<file path="src/qat_pkg.sv">
// Package for the quoted argument tokenizer: item, config and command types,
// result kinds and sizing constants. No dependencies.
package qat_pkg;

  localparam int EscRunMax   = 32;
  localparam int EscRunW     = $clog2(EscRunMax + 1);
  localparam int ResCntW     = $clog2(EscRunMax + 4);
  localparam int ArgCntW     = 8;
  localparam logic [ArgCntW-1:0] ArgCountMax = 8'd255;
  localparam int CmdDepth    = 4;
  localparam int CmdPtrW     = $clog2(CmdDepth);

  typedef enum logic [1:0] {
    KIND_CHAR    = 2'd0,
    KIND_ARG_END = 2'd1,
    KIND_STR_END = 2'd2
  } kind_e;

  typedef enum logic [2:0] {
    REG_DELIMITER = 3'd0,
    REG_QUOTE     = 3'd1,
    REG_ESCAPE    = 3'd2,
    REG_GATHER    = 3'd3,
    REG_TRIM      = 3'd4,
    REG_KEEP      = 3'd5
  } cfg_idx_e;

  typedef struct packed {
    logic [7:0] delimiter_char;
    logic [7:0] quote_char;
    logic [7:0] escape_char;
    logic       gather_delimiters;
    logic       trim_trailing;
    logic       keep_quotes;
  } cfg_t;

  typedef struct packed {
    logic [7:0] char_in;
    logic       end_of_string;
  } in_item_t;

  typedef struct packed {
    kind_e      kind;
    logic [7:0] char_out;
    logic [7:0] arg_total;
    logic       escape_overflow;
    logic       last;
  } out_item_t;

  // Results of one request: optional leading entry, an escape run, up to two tail entries.
  typedef struct packed {
    logic [ResCntW-1:0] res_n;
    logic               pre_v;
    kind_e              pre_kind;
    logic [7:0]         pre_ch;
    logic [EscRunW-1:0] esc_n;
    logic [7:0]         esc_ch;
    kind_e              tail0_kind;
    logic [7:0]         tail0_ch;
    kind_e              tail1_kind;
    logic [7:0]         tail1_ch;
    logic [7:0]         total;
    logic               ovf;
  } cmd_t;

endpackage

</file>
<file path="src/qat_front.sv">
// Front end: parses one character request per cycle while accept_i is high and builds a result command.
// Depends on qat_pkg.
module qat_front import qat_pkg::*; (
  input  logic     clk_i,
  input  logic     rst_ni,
  input  cfg_t     cfg_i,
  input  logic     accept_i,
  input  in_item_t in_i,
  output logic     cmd_valid_o,
  output cmd_t     cmd_o
);

  logic               in_quotes_q, in_quotes_d;
  logic               lookahead_q, lookahead_d;
  logic               lead_held_q, lead_held_d;
  logic               at_start_q, at_start_d;
  logic [EscRunW-1:0] esc_run_q, esc_run_d;
  logic               arg_open_q, arg_open_d;
  logic               after_delim_q, after_delim_d;
  logic [ArgCntW-1:0] arg_cnt_q, arg_cnt_d;
  logic               ovf_q, ovf_d;
  cmd_t               cmd;

  always_comb begin
    kind_e              tk [2];
    logic [7:0]         tc [2];
    logic [1:0]         tn;
    logic               run_go;
    logic [EscRunW-1:0] run_n;
    logic               copy;
    logic               consumed;
    logic               skip;
    logic               is_end;
    logic               c_is_q;
    logic               c_is_d;
    logic               c_is_e;

    in_quotes_d   = in_quotes_q;
    lookahead_d   = lookahead_q;
    lead_held_d   = lead_held_q;
    at_start_d    = at_start_q;
    esc_run_d     = esc_run_q;
    arg_open_d    = arg_open_q;
    after_delim_d = after_delim_q;
    arg_cnt_d     = arg_cnt_q;
    ovf_d         = ovf_q;

    cmd        = '0;
    cmd.esc_ch = cfg_i.escape_char;
    tk[0]      = KIND_CHAR;
    tk[1]      = KIND_CHAR;
    tc[0]      = '0;
    tc[1]      = '0;
    tn         = '0;
    run_go     = 1'b0;
    run_n      = '0;
    copy       = 1'b1;
    consumed   = 1'b0;
    skip       = 1'b0;
    is_end     = in_i.end_of_string;
    c_is_q     = !is_end && (in_i.char_in == cfg_i.quote_char);
    c_is_d     = !is_end && (in_i.char_in == cfg_i.delimiter_char);
    c_is_e     = !is_end && (in_i.char_in == cfg_i.escape_char);

    if (lead_held_d) begin
      lead_held_d = 1'b0;
      in_quotes_d = 1'b1;
      if (is_end) begin
        if (arg_cnt_d < ArgCountMax) arg_cnt_d = arg_cnt_d + 1'b1;
        arg_open_d    = 1'b1;
        after_delim_d = 1'b0;
        if (cfg_i.keep_quotes) begin
          cmd.pre_v    = 1'b1;
          cmd.pre_kind = KIND_CHAR;
          cmd.pre_ch   = cfg_i.quote_char;
        end
      end
    end else if (lookahead_d) begin
      lookahead_d = 1'b0;
      if (c_is_q) begin
        cmd.pre_v    = 1'b1;
        cmd.pre_kind = KIND_CHAR;
        cmd.pre_ch   = cfg_i.quote_char;
        consumed     = 1'b1;
      end else begin
        in_quotes_d = 1'b0;
        if (cfg_i.quote_char == cfg_i.delimiter_char) begin
          cmd.pre_v     = 1'b1;
          cmd.pre_kind  = KIND_ARG_END;
          arg_open_d    = 1'b0;
          after_delim_d = 1'b1;
        end else if (cfg_i.keep_quotes) begin
          cmd.pre_v    = 1'b1;
          cmd.pre_kind = KIND_CHAR;
          cmd.pre_ch   = cfg_i.quote_char;
        end
      end
    end

    if (!consumed && !is_end) begin
      if (at_start_d) begin
        at_start_d = 1'b0;
        if (c_is_q) begin
          lead_held_d = 1'b1;
          skip        = 1'b1;
        end
      end
      if (!skip) begin
        if (esc_run_d != '0) begin
          if (c_is_e) begin
            if (esc_run_d >= EscRunW'(EscRunMax)) begin
              esc_run_d = EscRunW'(EscRunMax - 1);
              ovf_d     = 1'b1;
            end else begin
              esc_run_d = esc_run_d + 1'b1;
            end
          end else begin
            run_go    = 1'b1;
            run_n     = esc_run_d;
            esc_run_d = '0;
          end
        end else if (!(!arg_open_d && after_delim_d && cfg_i.gather_delimiters && c_is_d)) begin
          if (!arg_open_d) begin
            if (arg_cnt_d < ArgCountMax) arg_cnt_d = arg_cnt_d + 1'b1;
            arg_open_d    = 1'b1;
            after_delim_d = 1'b0;
          end
          if (c_is_e) esc_run_d = EscRunW'(1);
          else        run_go    = 1'b1;
        end
      end
      if (run_go) begin
        if (c_is_q && !run_n[0] && in_quotes_d) begin
          cmd.esc_n   = run_n >> 1;
          lookahead_d = 1'b1;
        end else begin
          if (c_is_q) begin
            if (!run_n[0]) begin
              copy        = cfg_i.keep_quotes;
              in_quotes_d = 1'b1;
            end
            run_n = run_n >> 1;
          end
          cmd.esc_n = run_n;
          if (!in_quotes_d && c_is_d) begin
            tk[tn[0]]     = KIND_ARG_END;
            tc[tn[0]]     = '0;
            tn            = tn + 2'd1;
            arg_open_d    = 1'b0;
            after_delim_d = 1'b1;
          end else if (copy) begin
            tk[tn[0]] = KIND_CHAR;
            tc[tn[0]] = in_i.char_in;
            tn        = tn + 2'd1;
          end
        end
      end
    end else if (!consumed) begin
      if (esc_run_d != '0) begin
        cmd.esc_n  = esc_run_d;
        esc_run_d  = '0;
        tk[tn[0]]  = KIND_ARG_END;
        tc[tn[0]]  = '0;
        tn         = tn + 2'd1;
        arg_open_d = 1'b0;
      end else if (arg_open_d) begin
        tk[tn[0]]  = KIND_ARG_END;
        tc[tn[0]]  = '0;
        tn         = tn + 2'd1;
        arg_open_d = 1'b0;
      end else if (after_delim_d && !cfg_i.trim_trailing) begin
        if (arg_cnt_d < ArgCountMax) arg_cnt_d = arg_cnt_d + 1'b1;
        tk[tn[0]] = KIND_ARG_END;
        tc[tn[0]] = '0;
        tn        = tn + 2'd1;
      end
      tk[tn[0]] = KIND_STR_END;
      tc[tn[0]] = '0;
      tn        = tn + 2'd1;
      cmd.total = 8'(arg_cnt_d);
      cmd.ovf   = ovf_d;

      in_quotes_d   = 1'b0;
      lookahead_d   = 1'b0;
      lead_held_d   = 1'b0;
      at_start_d    = 1'b1;
      esc_run_d     = '0;
      arg_open_d    = 1'b0;
      after_delim_d = 1'b0;
      arg_cnt_d     = '0;
      ovf_d         = 1'b0;
    end

    cmd.tail0_kind = tk[0];
    cmd.tail0_ch   = tc[0];
    cmd.tail1_kind = tk[1];
    cmd.tail1_ch   = tc[1];
    cmd.res_n      = ResCntW'(cmd.pre_v) + ResCntW'(cmd.esc_n) + ResCntW'(tn);
  end

  assign cmd_o       = cmd;
  assign cmd_valid_o = accept_i && (cmd.res_n != '0);

  always_ff @(posedge clk_i or negedge rst_ni) begin
    if (!rst_ni) begin
      in_quotes_q   <= 1'b0;
      lookahead_q   <= 1'b0;
      lead_held_q   <= 1'b0;
      at_start_q    <= 1'b1;
      esc_run_q     <= '0;
      arg_open_q    <= 1'b0;
      after_delim_q <= 1'b0;
      arg_cnt_q     <= '0;
      ovf_q         <= 1'b0;
    end else if (accept_i) begin
      in_quotes_q   <= in_quotes_d;
      lookahead_q   <= lookahead_d;
      lead_held_q   <= lead_held_d;
      at_start_q    <= at_start_d;
      esc_run_q     <= esc_run_d;
      arg_open_q    <= arg_open_d;
      after_delim_q <= after_delim_d;
      arg_cnt_q     <= arg_cnt_d;
      ovf_q         <= ovf_d;
    end
  end

endmodule

</file>
<file path="src/qat_fifo.sv">
// Command queue between front end and result expander.
// Depends on qat_pkg.
module qat_fifo import qat_pkg::*; (
  input  logic clk_i,
  input  logic rst_ni,
  input  logic push_i,
  input  cmd_t data_i,
  output logic full_o,
  input  logic pop_i,
  output logic valid_o,
  output cmd_t data_o
);

  cmd_t                 mem_q [CmdDepth];
  logic [CmdPtrW-1:0]   wr_ptr_q, rd_ptr_q;
  logic [CmdPtrW:0]     cnt_q;

  assign full_o  = (cnt_q == (CmdPtrW + 1)'(CmdDepth));
  assign valid_o = (cnt_q != '0);
  assign data_o  = mem_q[rd_ptr_q];

  always_ff @(posedge clk_i) begin
    if (push_i) mem_q[wr_ptr_q] <= data_i;
  end

  always_ff @(posedge clk_i or negedge rst_ni) begin
    if (!rst_ni) begin
      wr_ptr_q <= '0;
      rd_ptr_q <= '0;
      cnt_q    <= '0;
    end else begin
      if (push_i) wr_ptr_q <= wr_ptr_q + 1'b1;
      if (pop_i)  rd_ptr_q <= rd_ptr_q + 1'b1;
      case ({push_i, pop_i})
        2'b10:   cnt_q <= cnt_q + 1'b1;
        2'b01:   cnt_q <= cnt_q - 1'b1;
        default: cnt_q <= cnt_q;
      endcase
    end
  end

endmodule

</file>
<file path="src/qat_back.sv">
// Back end: walks one queued command, one result per cycle while the output register is free or popped, into it.
// Depends on qat_pkg.
module qat_back import qat_pkg::*; (
  input  logic      clk_i,
  input  logic      rst_ni,
  input  logic      head_valid_i,
  input  cmd_t      head_i,
  output logic      head_pop_o,
  input  logic      out_pop_i,
  output logic      out_valid_o,
  output out_item_t out_o
);

  logic [ResCntW-1:0] pos_q, pos_d;
  logic [ResCntW-1:0] idx;
  logic [ResCntW-1:0] tidx;
  logic               out_valid_q;
  out_item_t          out_q;
  out_item_t          res;
  logic               load;

  always_comb begin
    idx  = pos_q - ResCntW'(head_i.pre_v);
    tidx = idx - ResCntW'(head_i.esc_n);
    res  = '0;
    if (head_i.pre_v && (pos_q == '0)) begin
      res.kind     = head_i.pre_kind;
      res.char_out = head_i.pre_ch;
    end else if (idx < ResCntW'(head_i.esc_n)) begin
      res.kind     = KIND_CHAR;
      res.char_out = head_i.esc_ch;
    end else if (!tidx[0]) begin
      res.kind     = head_i.tail0_kind;
      res.char_out = head_i.tail0_ch;
    end else begin
      res.kind     = head_i.tail1_kind;
      res.char_out = head_i.tail1_ch;
    end
    if (res.kind == KIND_STR_END) begin
      res.arg_total       = head_i.total;
      res.escape_overflow = head_i.ovf;
    end
    res.last = (pos_q == head_i.res_n - 1'b1);
  end

  assign load       = head_valid_i && (!out_valid_q || out_pop_i);
  assign head_pop_o = load && res.last;
  assign pos_d      = load ? (res.last ? '0 : pos_q + 1'b1) : pos_q;

  always_ff @(posedge clk_i or negedge rst_ni) begin
    if (!rst_ni) begin
      pos_q       <= '0;
      out_valid_q <= 1'b0;
    end else begin
      pos_q <= pos_d;
      if (load)           out_valid_q <= 1'b1;
      else if (out_pop_i) out_valid_q <= 1'b0;
    end
  end

  always_ff @(posedge clk_i) begin
    if (load) out_q <= res;
  end

  assign out_valid_o = out_valid_q;
  assign out_o       = out_q;

endmodule

</file>
<file path="src/quoted_argument_tokenizer_top.sv">
// Top level of the quoted argument tokenizer: config registers, front end,
// command queue and result expander. Depends on qat_pkg, qat_front, qat_fifo, qat_back.
//
//   channel   handshake              payload
//   input     push / full            in_data_i  (in_item_t)
//   result    empty / pop            out_data_o (out_item_t)
//   config    cfg_we_i, no wait      cfg_idx_i, cfg_wdata_i
//
// The front end takes one request per cycle while the 4-entry command queue has room.
// The back end sends one result per cycle while results are popped; a request with
// n results holds it for all n, and closing an escape run of length k gives up to k escape characters.
// Requests that give no result (escape inside a run, opening quote) use no back-end slot.
// Reset is asynchronous active low; config returns to its defaults.
module quoted_argument_tokenizer_top import qat_pkg::*; (
  input  logic      clk_i,
  input  logic      rst_ni,
  input  logic      push,
  output logic      full,
  input  in_item_t  in_data_i,
  output logic      empty,
  input  logic      pop,
  output out_item_t out_data_o,
  input  logic      cfg_we_i,
  input  cfg_idx_e  cfg_idx_i,
  input  logic [7:0] cfg_wdata_i
);

  cfg_t cfg_q;
  logic accept;
  logic cmd_valid;
  cmd_t cmd;
  logic head_valid;
  cmd_t head;
  logic head_pop;
  logic out_valid;

  always_ff @(posedge clk_i or negedge rst_ni) begin
    if (!rst_ni) begin
      cfg_q.delimiter_char    <= 8'd32;
      cfg_q.quote_char        <= 8'd34;
      cfg_q.escape_char       <= 8'd92;
      cfg_q.gather_delimiters <= 1'b1;
      cfg_q.trim_trailing     <= 1'b1;
      cfg_q.keep_quotes       <= 1'b0;
    end else if (cfg_we_i) begin
      case (cfg_idx_i)
        REG_DELIMITER: cfg_q.delimiter_char    <= cfg_wdata_i;
        REG_QUOTE:     cfg_q.quote_char        <= cfg_wdata_i;
        REG_ESCAPE:    cfg_q.escape_char       <= cfg_wdata_i;
        REG_GATHER:    cfg_q.gather_delimiters <= cfg_wdata_i[0];
        REG_TRIM:      cfg_q.trim_trailing     <= cfg_wdata_i[0];
        REG_KEEP:      cfg_q.keep_quotes       <= cfg_wdata_i[0];
        default:       cfg_q                   <= cfg_q;
      endcase
    end
  end

  assign accept = push && !full;

  qat_front u_front (
    .clk_i       (clk_i),
    .rst_ni      (rst_ni),
    .cfg_i       (cfg_q),
    .accept_i    (accept),
    .in_i        (in_data_i),
    .cmd_valid_o (cmd_valid),
    .cmd_o       (cmd)
  );

  qat_fifo u_fifo (
    .clk_i   (clk_i),
    .rst_ni  (rst_ni),
    .push_i  (cmd_valid),
    .data_i  (cmd),
    .full_o  (full),
    .pop_i   (head_pop),
    .valid_o (head_valid),
    .data_o  (head)
  );

  qat_back u_back (
    .clk_i        (clk_i),
    .rst_ni       (rst_ni),
    .head_valid_i (head_valid),
    .head_i       (head),
    .head_pop_o   (head_pop),
    .out_pop_i    (pop && !empty),
    .out_valid_o  (out_valid),
    .out_o        (out_data_o)
  );

  assign empty = !out_valid;

`ifndef SYNTHESIS
  a_next_follows : assert property (@(posedge clk_i) disable iff (!rst_ni)
    pop && !empty && !out_data_o.last |=> !empty)
    else $error("result sequence broken before its last entry");

  a_str_end_last : assert property (@(posedge clk_i) disable iff (!rst_ni)
    !empty && (out_data_o.kind == KIND_STR_END) |-> out_data_o.last)
    else $error("string end is not the last result of its request");

  a_char_zero : assert property (@(posedge clk_i) disable iff (!rst_ni)
    !empty && (out_data_o.kind != KIND_CHAR) |-> (out_data_o.char_out == 8'd0))
    else $error("char_out nonzero on a non-character result");

  a_total_zero : assert property (@(posedge clk_i) disable iff (!rst_ni)
    !empty && (out_data_o.kind != KIND_STR_END)
      |-> (out_data_o.arg_total == 8'd0) && !out_data_o.escape_overflow)
    else $error("string-end fields set on another result");
`endif

endmodule
</file>
<file path="config.mk">
export PLATFORM = sky130hd
export DESIGN_NAME = quoted_argument_tokenizer_top
export DESIGN_NICKNAME = d
export VERILOG_FILES = /design/src/qat_pkg.sv /design/src/qat_front.sv /design/src/qat_fifo.sv /design/src/qat_back.sv /design/src/quoted_argument_tokenizer_top.sv
export SDC_FILE = /design/constraint.sdc
export NUM_CORES = 1
export LEC_CHECK = 0
export BUFFER_PORTS_ARGS = -buffer_cell sky130_fd_sc_hd__buf_2
export CELL_PAD_IN_SITES_DETAIL_PLACEMENT = 0
export CELL_PAD_IN_SITES_GLOBAL_PLACEMENT = 2
export CORE_MARGIN = 2
export CORE_UTILIZATION = 38
export CTS_CLUSTER_DIAMETER = 100
export CTS_CLUSTER_SIZE = 8
export DETAILED_ROUTE_END_ITERATION = 10
export PLACE_DENSITY_LB_ADDON = 0.2
export SLEW_MARGIN = 0
export SYNTH_ARGS = -nofsm -noshare
export SYNTH_HDL_FRONTEND = slang
export SYNTH_HIERARCHICAL = 1
export SYNTH_SLANG_ARGS = --single-unit
</file>
<file path="constraint.sdc">
create_clock -name clk_i -period 6.3 [get_ports clk_i]
set_input_delay 0.315 -clock clk_i [delete_from_list [all_inputs] [get_ports clk_i]]
set_output_delay 0.315 -clock clk_i [all_outputs]
set_load 0.01 [all_outputs]
</file>
## Word level (Yosys, flattened, before mapping)

Memory sizes are Yosys's and may differ from the RTL's.
Cells that the tools add are included.

| word-level totals | value |
|---|---|
| input port bits | 25 |
| memories kept | 1 |
| flip-flop bits (word level) | 82 |
| logic and storage cells | 263 |
| bits in writable memories | 240 |

Memories:

| name | depth | width | read ports | clocked after Yosys merged registers in | wr ports | RTL line | RTL |
|---|---|---|---|---|---|---|---|
| u_fifo.mem_q | 4 | 60 | 1 | 0 | 1 | qat_fifo.sv:14 | `cmd_t mem_q [CmdDepth];` |

| operators by class | value |
|---|---|
| add/subtract/negate cells | 14 |
| equal/unequal tests | 21 |
| reductions and logical operators | 43 |
| muxes and demuxes | 147 |
| $lt $le $gt $ge | 6 |
| bitwise gates (word level) | 6 |

Operator list:

| cell | number |
|---|---|
| $mux W8 | 23 |
| $mux W6 | 19 |
| $mux W1 | 75 |
| $mux W11 | 5 |
| $eq A8 B8 Y1 | 4 |
| $mux W10 | 3 |
| $mux W2 | 14 |
| $logic_and A1 B1 Y1 | 18 |
| $mux W9 | 2 |
| $add A8 B1 Y8 const B | 2 |
| $and A16 B16 Y16 | 1 |
| $lt A8 B8 Y1 const B | 2 |
| $mux W16 | 1 |
| $not A16 Y16 | 1 |
| $reduce_and A2 Y1 | 7 |
| $add A6 B1 Y6 const B | 2 |
| $reduce_bool A6 Y1 | 2 |
| $eq A3 B3 Y1 const B | 3 |
| $demux W8 S1 | 1 |
| $logic_not A1 Y1 | 8 |
| $ne A2 B2 Y1 const B | 4 |
| $add A1 B6 Y6 | 1 |
| $add A2 B1 Y2 const B | 3 |
| $add A6 B2 Y6 | 1 |
| other kinds (32) | 35 |

## Longest topological paths before layout

Gate-level depths: netlist (run 1).

| depth | value |
|---|---|
| depth in word-level cells | 27 |
| gate-level depth with buffers | 21 |
| mapped depth without buffers | 19 |

## By module

The synthesis (run 1) kept the hierarchy.

By module, submodules not included:

| module | sequential area each (sq um) | cells each | instances | area each (sq um) |
|---|---|---|---|---|
| qat_fifo | 7382.1 | 347 | 1 | 9118.7 |
| qat_front | 526.8 | 408 | 1 | 3062.9 |
| qat_back | 775.7 | 174 | 1 | 1840.5 |
| quoted_argument_tokenizer_top | 686.9 | 65 | 1 | 1093.5 |

## Worst setup path after synthesis (run 1)

OpenSTA, ideal clock, no wires.

| timing path | value |
|---|---|
| path type | flip-flop to flip-flop |
| start point | register cfg_q[16] in the netlist's numbering |
| end point | memory u_fifo/mem_q[1][0] in the netlist's numbering, enable pin |
| arrival time | 5031 ps |
| setup time | 424 ps |
| slack | 845 ps |
| buffers on the path | 1 |
| cell stages (with the launch flop) | 15 |
| period minus slack after synthesis | 5455 ps |
| cell sequence | dfstp_2 > xnor2_1 > and4_1 > nand3_2 > buf_2 > a41oi_1 > a21boi_0 > o22ai_1 > fa_1 > fa_1 > o2111ai_1 > xor2_1 > or4_1 > o31a_1 > and2_1 |

RTL lines:

| item | RTL line | RTL |
|---|---|---|
| start: declaration | quoted_argument_tokenizer_top.sv:28 | `cfg_t cfg_q;` |
| start signal: assignment | quoted_argument_tokenizer_top.sv:53 | `default: cfg_q <= cfg_q;` |
| end: declaration | qat_fifo.sv:14 |  |

==> results of run 1 <==
==> sequential cells by signal, summed over array words and instances (netlist names), 2 cells and up <==
signal             flops
u_fifo/mem_q         240
cfg_q                 27
u_back/out_o          20
u_front/arg_cnt_q      8
u_back/pos_q           6
u_front/esc_run_q      6
u_fifo/cnt_q           3
u_fifo/rd_ptr_q        2
u_fifo/wr_ptr_q        2
==> layer usage <==
metal	track usage, %	part of all wire, %
met2	25.35	45
met1	24.99	49
met5	0	0
met4	5.266	2.2
met3	2.701	4.1
==> worst register-to-register path: stages, from the launching register on <==
cell       delay [ps]
dfstp_2           560
xnor2_1           140
and4_1            350
nand3_2           300
a41oi_1           480
a21boi_0          340
o22ai_1           190
fa_1              440
fa_1              450
o2111ai_1         140
xor2_1            390
or4_1             190
o31a_1            290
and2_2            380
buf_4             690
==> per-stage QoR <==
step / power (W) / std cells / util, % / cell area, µm² / hold WS [ps]
final: 0.007644 / 1603 / 43.31 / 17090 / 30.81
after global placement: 0.005465 / 1528 / 39.90 / 15740 / 158.3
after global routing: 0.008106 / 1603 / 43.31 / 17090 / 8.563
after CTS: 0.007783 / 1603 / 43.31 / 17090 / 3.500
after detailed placement: 0.005487 / 1528 / 39.90 / 15740 / 158.1
after floorplan: 0.004873 / 1003 / - / 15150 / 19.41
==> synthesized netlist by cell type, drive strengths merged, types with 12 or more instances <==
library cell and number:
mux4 60, ha 21, nand2 51, buf 46
mux2i 15, clkbuf 17, a21oi 26, edfxtp 260
dfrtp 52, o211ai 12, nand3 31, mux2 39
and2 27, o21ai 29, nor2b 12, nor3 15
inv 34, nor2 34, xor2 26, xnor2 28
==> how the worst min path moves through the flow <==
stage	start	endpoint	depth (start not counted)
after CTS	cfg_wdata_i[1]	cfg_q[12]	2
after global routing	cfg_wdata_i[1]	cfg_q[12]	2
after detailed placement	rst_ni	u_back/out_valid_o	1
final	cfg_wdata_i[1]	cfg_q[12]	2
after floorplan	rst_ni	cfg_q[0]	0
after global placement	rst_ni	u_back/out_valid_o	1
==> cells by family after synthesis <==
logic type,count (synthesis)
buf+inv,97
mux,114
compound gates,144
fa+ha+maj,24
other cells,1
simple gates,238
flops,322
xor+xnor,54
==> cell usage in the layout, fill, tap and decap left out, types with 7 or more instances in the layout <==
| master | synthesis | final |
|---|---|---|
| nand2_1 | 50 | 50 |
| nor4_1 | 7 | 7 |
| mux2i_1 | 15 | 15 |
| and2_1 | 27 | 23 |
| nand4_1 | 10 | 10 |
| edfxtp_1 | 260 | 260 |
| and3_1 | 7 | 7 |
| clkbuf_16 | 0 | 47 |
| xnor2_1 | 28 | 28 |
| dfrtp_1 | 52 | 50 |
| nand3_1 | 29 | 29 |
| ha_1 | 21 | 21 |
| o211ai_1 | 12 | 12 |
| a21oi_1 | 26 | 26 |
| buf_2 | 17 | 46 |
| inv_1 | 34 | 34 |
| nor2b_1 | 12 | 11 |
| mux2_2 | 39 | 39 |
| mux4_2 | 58 | 58 |
| dfstp_2 | 10 | 10 |
| xor2_1 | 26 | 26 |
| conb_1 | 1 | 10 |
| clkbuf_1 | 17 | 24 |
| nor2_1 | 34 | 34 |
| o21ai_0 | 27 | 27 |
| nor3_1 | 12 | 12 |
| buf_4 | 20 | 16 |
==> final cells by class <==
cell class | count | area (µm²)
clock buffer | 71 | 1266
sequential | 322 | 9376
clock inverter | 3 | 68.82
multi-input combinational | 584 | 5211
tap | 525 | 656.9
timing repair buffer | 64 | 380.4
inverter | 34 | 127.6
fill | 3587 | 22370
==> what timing repair did <==
| action | 4_1_cts | 5_1_grt |
|---|---|---|
| gates resized for setup | 0 | 0 |
| hold endpoints to repair | 4 | 0 |
| setup buffers | 0 | 0 |
| hold buffers | 1 | 0 |
==> where the power goes <==
group,leakage (nW),internal [W],total [W],switching [W]
registers,3.20,0.00289,0.00320,0.000313
logic,2.11,0.000985,0.00218,0.00120
clock network,0.634,0.00137,0.00226,0.000890
total,5.95,0.00525,0.00764,0.00240
==> reports/qor.yml, run 1 <==
synthesis:
  xor_xnor_cell_area_share_of_the_yosys_netlist_pct: 3.129
  post_synthesis_instance_area_um2: 15120
  synth-compound-area-share_pct: 6.994
  postSynthRegisterBits: 322
  synth_fa_ha_area_share_pct: 2.136
  synth_top_family_by_area: "multiplexers"
  yosys.cell_types.count: 89
  synthDominantAreaCellType: "edfxtp_1"
  post_synth_main_area_contributors: "edfxtp_1 52%, mux4_2 8.6%, dfrtp_1 8.6%"
  synth-edff-count: 260
  synth-simple-area-share_pct: 8.989
  syn_avg_cell_area_um2: 15.21
  yosysTopAreaCellShare_pct: 51.65
  synth.yosys.warnings: 6
  synth-seq-area-share_pct: 62.00
  synth_async_sr_flop_share_pct: 19.25
  synth_top_flop_cell: "edfxtp_1"
  synthMuxAreaShare_pct: 12.89
  netlist_instances: 994
clocking:
  clock_tree_from_tritoncts: "built"
  cts_made_buffers: 46
  cts-root-buf: "clkbuf_16"
  cts.sinks: 322
  clock_path_buffers: 3
  cts.htree.levels: 2
  clock_latency_ps: 560
  cts.clk_slew.worst_paths_ps: 50
job:
  drv.max_cap_violation_count: 0
setup_path:
  startpoint_type: "flop"
  reg2reg_slack_ps: 550
  timing.critical_path.mode_cell: "fa_1"
  worst-path-buf-inv: 1
  worstPathRequired_ps: 6470
  critical_path_class: "reg2reg"
  slowest_stage: "buf_4"
  worst_r2r_endpoint: "u_fifo/mem_q[0][12]"
  crit_path_max_fanout: 51
  worst_path_dominant_cell_family: "compound AO/OA/AOI/OAI gates"
  timing.rr.start: "cfg_q[16]"
  worst-r2r-cell-count: 14
  critical_path_depth: 14
  crit_path_end_kind: "flop"
  worst_setup_path_startpoint: "cfg_q[16]"
  arrival_time_reported_for_the_critical_path_endpoint_ps: 5920
  critPathCapture: "u_fifo/mem_q[0][12]"
  max_stage_delay_ps: 680
  crit_path_cell_trace: "xnor2_1, and4_1, nand3_2, a41oi_1, a21boi_0, o22ai_1, fa_1, fa_1, o2111ai_1, xor2_1, or4_1, o31a_1, and2_2, buf_4"
run_status:
  run_status: "finished clean"
layout:
  fraction_of_layout_cells_with_a_size_suffix_above_1_pct: 23.56
  num_antenna_cells: 0
  nets: 1101
  area_growth_syn_to_layout_pct: 13.05
route:
  vias: 8529
  drc: 0
  detail_route.wl_per_cell_um: 21.18
  drt.antenna.violating_nets: 0
  detailedRoute.firstPassIterationCount: 5
  drt_first_iter_violations: 617
  drt-vias-per-instance: 5.321
  route.final.wire_length_um: 33950
worst_hold_path:
  hp-class: "in2reg"
grt:
  grt-ovfl-total: 0
  grt_first_pass_wirelength_um: 52640
  grt_util_all_layers_pct: 16.82
  initial_antenna_violation_count: 0
  first_global_vias: 8543
  grt_max_degree: 59
timing:
  hold_violation_total_from_the_final_report: 0
  clock.fmax_mhz: 173.9
  clock_skew_ps: 22.97
  grt_setup_unrepaired: "false"
  setup_total_negative_slack_ps: 0
  timing_worst_slew_pin_value_ps: 1170
  postLayoutSetupSlackWorst_ps: 549.2
  setup_violations: 0
  slew-limit-headroom_pct: 20.85
  timing.final.max_slew_violations: 0
  layout_min_cycle_time_ps: 5751
  period_share_pct: 91.28
floorplanning:
  chipHeight_um: 203.4
  top_level_ports: 47
  die_w_um: 203.4
  effective_utilization_at_floorplan_pct: 38.31
  floorplan.core_area_um2: 39460
  num_rows: 73
  die_area_um2: 41390
placement:
  place_hpwl_um: 22540
  place_congestion: 0.7907
  preCtsSetupSlack_ps: 584.7
  buffer_ports.inserted: 46
pwr:
  power_leakage_nw: 5.949
  ir_drop_uv: 185.4
  power.density_nw_per_um2: 447.4
No activity file was read; power rests on OpenSTA's default activity.
==> inputs of run 2 (changes only) <==
--- a/config.mk
+++ b/config.mk
@@ -13,7 +13,7 @@
 export CTS_CLUSTER_DIAMETER = 100
 export CTS_CLUSTER_SIZE = 8
 export DETAILED_ROUTE_END_ITERATION = 10
-export PLACE_DENSITY_LB_ADDON = 0.2
+export PLACE_DENSITY_LB_ADDON = 0.1
 export SLEW_MARGIN = 0
 export SYNTH_ARGS = -nofsm -noshare
 export SYNTH_HDL_FRONTEND = slang
==> reports/qor.yml, run 2 (synthesis gave the netlist of run 1 again) <==
run_status:
  run_status: "finished clean"  # unchanged
grt:
  grt-ovfl-total: 0  # unchanged
  grt_first_pass_wirelength_um: 54250  # was 52640 µm
  initial_antenna_violation_count: 0  # unchanged
  first_global_vias: 8729  # was 8543
  grt_max_degree: 54  # was 59
  grt_util_all_layers_pct: 17.54  # was 16.82%
route:
  drc: 0  # unchanged
  drt_first_iter_violations: 574  # was 617
  route.final.wire_length_um: 35070  # was 33950 µm
  detailroute.wirelength.met3_um: 1016  # was 1388 µm
  drt.antenna.violating_nets: 0  # unchanged
  detailedRoute.firstPassIterationCount: 5  # unchanged
  detailroute.wirelength.met2_um: 15860  # was 15230 µm
  detail_route.wl_per_cell_um: 21.82  # was 21.18 µm
  detail_route.wirelength.met1_um: 17580  # was 16600 µm
  drt-vias-per-instance: 5.271  # was 5.321
  vias: 8471  # was 8529
  topRoutingLayerUsed: "met4"  # unchanged
layout:
  largest_register_ffs: 240  # unchanged
  fraction_of_layout_cells_with_a_size_suffix_above_1_pct: 23.66  # was 23.56%
  area_growth_syn_to_layout_pct: 13.25  # was 13.05%
  multi_input_comb_area_um2: 5211  # unchanged
  nets: 1106  # was 1101
  num_antenna_cells: 0  # unchanged
  top_register: "u_fifo/mem_q"  # unchanged
  mostFrequentLayoutCells: "260 x edfxtp_1, 58 x mux4_2, 50 x dfrtp_1, 50 x nand2_1, 47 x clkbuf_16"  # unchanged
  fill_cells: 3589  # was 3587
  final_common_cell: "edfxtp_1"  # unchanged
  area.sequential_um2: 9376  # unchanged
floorplanning:
  die_area_um2: 41390  # unchanged
  num_rows: 73  # unchanged
  top_level_ports: 47  # unchanged
  die_w_um: 203.4  # unchanged
  floorplan.core_area_um2: 39460  # unchanged
  chipHeight_um: 203.4  # unchanged
  effective_utilization_at_floorplan_pct: 38.31  # unchanged
timing:
  setup_total_negative_slack_ps: 0  # unchanged
  timing.hold.ws_ps: 30.34  # was 30.81 ps
  slew-limit-headroom_pct: 26.88  # was 20.85%
  hold_violation_total_from_the_final_report: 0  # unchanged
  setup_violations: 0  # unchanged
  clock.fmax_mhz: 174.2  # was 173.9 MHz
  layout_min_cycle_time_ps: 5741  # was 5751 ps
  period_share_pct: 91.13  # was 91.28%
  timing_worst_slew_pin_value_ps: 1081  # was 1170 ps
  grt_setup_unrepaired: "false"  # unchanged
  clock_skew_ps: 22.52  # was 22.97 ps
  timing.final.max_slew_violations: 0  # unchanged
pwr:
  ir_drop_uv: 197.5  # was 185.4 µV
  power.density_nw_per_um2: 446.8  # was 447.4 nW/µm²
  power_leakage_nw: 5.968  # was 5.949 nW
setup_path:
  startpoint_type: "flop"  # unchanged
  critical_path_class: "reg2reg"  # unchanged
  crit_path_end_kind: "flop"  # unchanged
  crit_path_max_fanout: 51  # unchanged
  worstPathRequired_ps: 6490  # was 6470 ps
  arrival_time_reported_for_the_critical_path_endpoint_ps: 5930  # was 5920 ps
job:
  drv.max_cap_violation_count: 0  # unchanged
clocking:
  cts-root-buf: "clkbuf_16"  # unchanged
  cts.htree.levels: 2  # unchanged
  cts.sinks: 322  # unchanged
  cts.clk_slew.worst_paths_ps: 50  # about the same
  clock_tree_from_tritoncts: "built"  # unchanged
  clock_path_buffers: 3  # unchanged
  postCtsSetupBuffers: 0  # unchanged
  clock_latency_ps: 570  # was 560 ps
  cts_made_buffers: 46  # unchanged
placement:
  place_congestion: 0.7990  # was 0.7907
  buffer_ports.inserted: 46  # unchanged
  place_hpwl_um: 22940  # was 22540 µm
worst_hold_path:
  hp-class: "in2reg"  # unchanged
run 2: cell count changes in the layout (fill, tap and decap cells not counted):
cell,before,now
buf_12,1,0
buf_2,46,45
buf_4,16,20
clkbuf_1,24,23
dlygate4sd3_1,1,4
run 2: path summary, 6_finish.rpt:
path                       slack, ps                  end            start  depth (start not counted)
setup / recovery                 560  u_fifo/mem_q[1][14]         cfg_q[6]                         14
hold / removal                    30            cfg_q[25]   cfg_wdata_i[6]                          2
setup reg to reg                 560  u_fifo/mem_q[1][14]         cfg_q[6]                         14
hold reg to reg                  480      u_fifo/cnt_q[2]  u_fifo/cnt_q[2]                          1
max in group asynchronous       5040   u_fifo/rd_ptr_q[0]           rst_ni                          3
min in group asynchronous        210            cfg_q[10]           rst_ni                          2
run 2: per-stage QoR:
step	util, %	power, W	std cells	instance area [µm²]	setup slack [ps]
final	43.39	0.007648	1607	17120	558.7
after global routing	43.39	0.008114	1607	17120	166.2
after CTS	43.39	0.007795	1607	17120	569.1
after detailed placement	39.91	0.005497	1530	15750	566.9
after global placement	39.91	0.005488	1530	15750	673.4
after floorplan	-	0.004873	1003	15150	845.0
run 2: power breakdown:
group	switching [W]	leakage (nW)	internal, W
combinational	0.00122	2.13	0.000985
sequential	0.000308	3.20	0.00289
clock	0.000880	0.633	0.00137
total	0.00240	5.97	0.00524
run 2: layout make-up:
cell class | count | share of cell area (%)
tap | 525 | 3.837
sequential | 322 | 54.77
inverter | 34 | 0.7455
clock buffer | 70 | 7.375
multi-input combinational | 584 | 30.44
clock inverter | 3 | 0.4020
timing repair buffer | 69 | 2.427
run 2: worst max-delay path: stages (launching register included):
cell and delay (ps):
dfstp_2 570, xor2_1 70, nor4_1 380, nand3_1 310, a41oi_1 530, a21boi_0 350, o22ai_1 180, fa_1 450
fa_1 460, o2111ai_1 130, xor2_1 320, or4_1 170, o31a_1 290, and2_2 380, buf_4 670
run 2: what timing repair did:
item | 4_1_cts | 5_1_grt
endpoints found under the hold margin | 24 | 0
gates resized for setup | 0 | 0
hold buffers | 4 | 0
run 2: layer usage:
layer | track usage (%) | vias to the layer above
met1 | 25.80 | 4328
li1 | - | 3963
met2 | 27.21 | 139
met5 | 0 | -
met4 | 5.083 | 0
met3 | 2.461 | 41
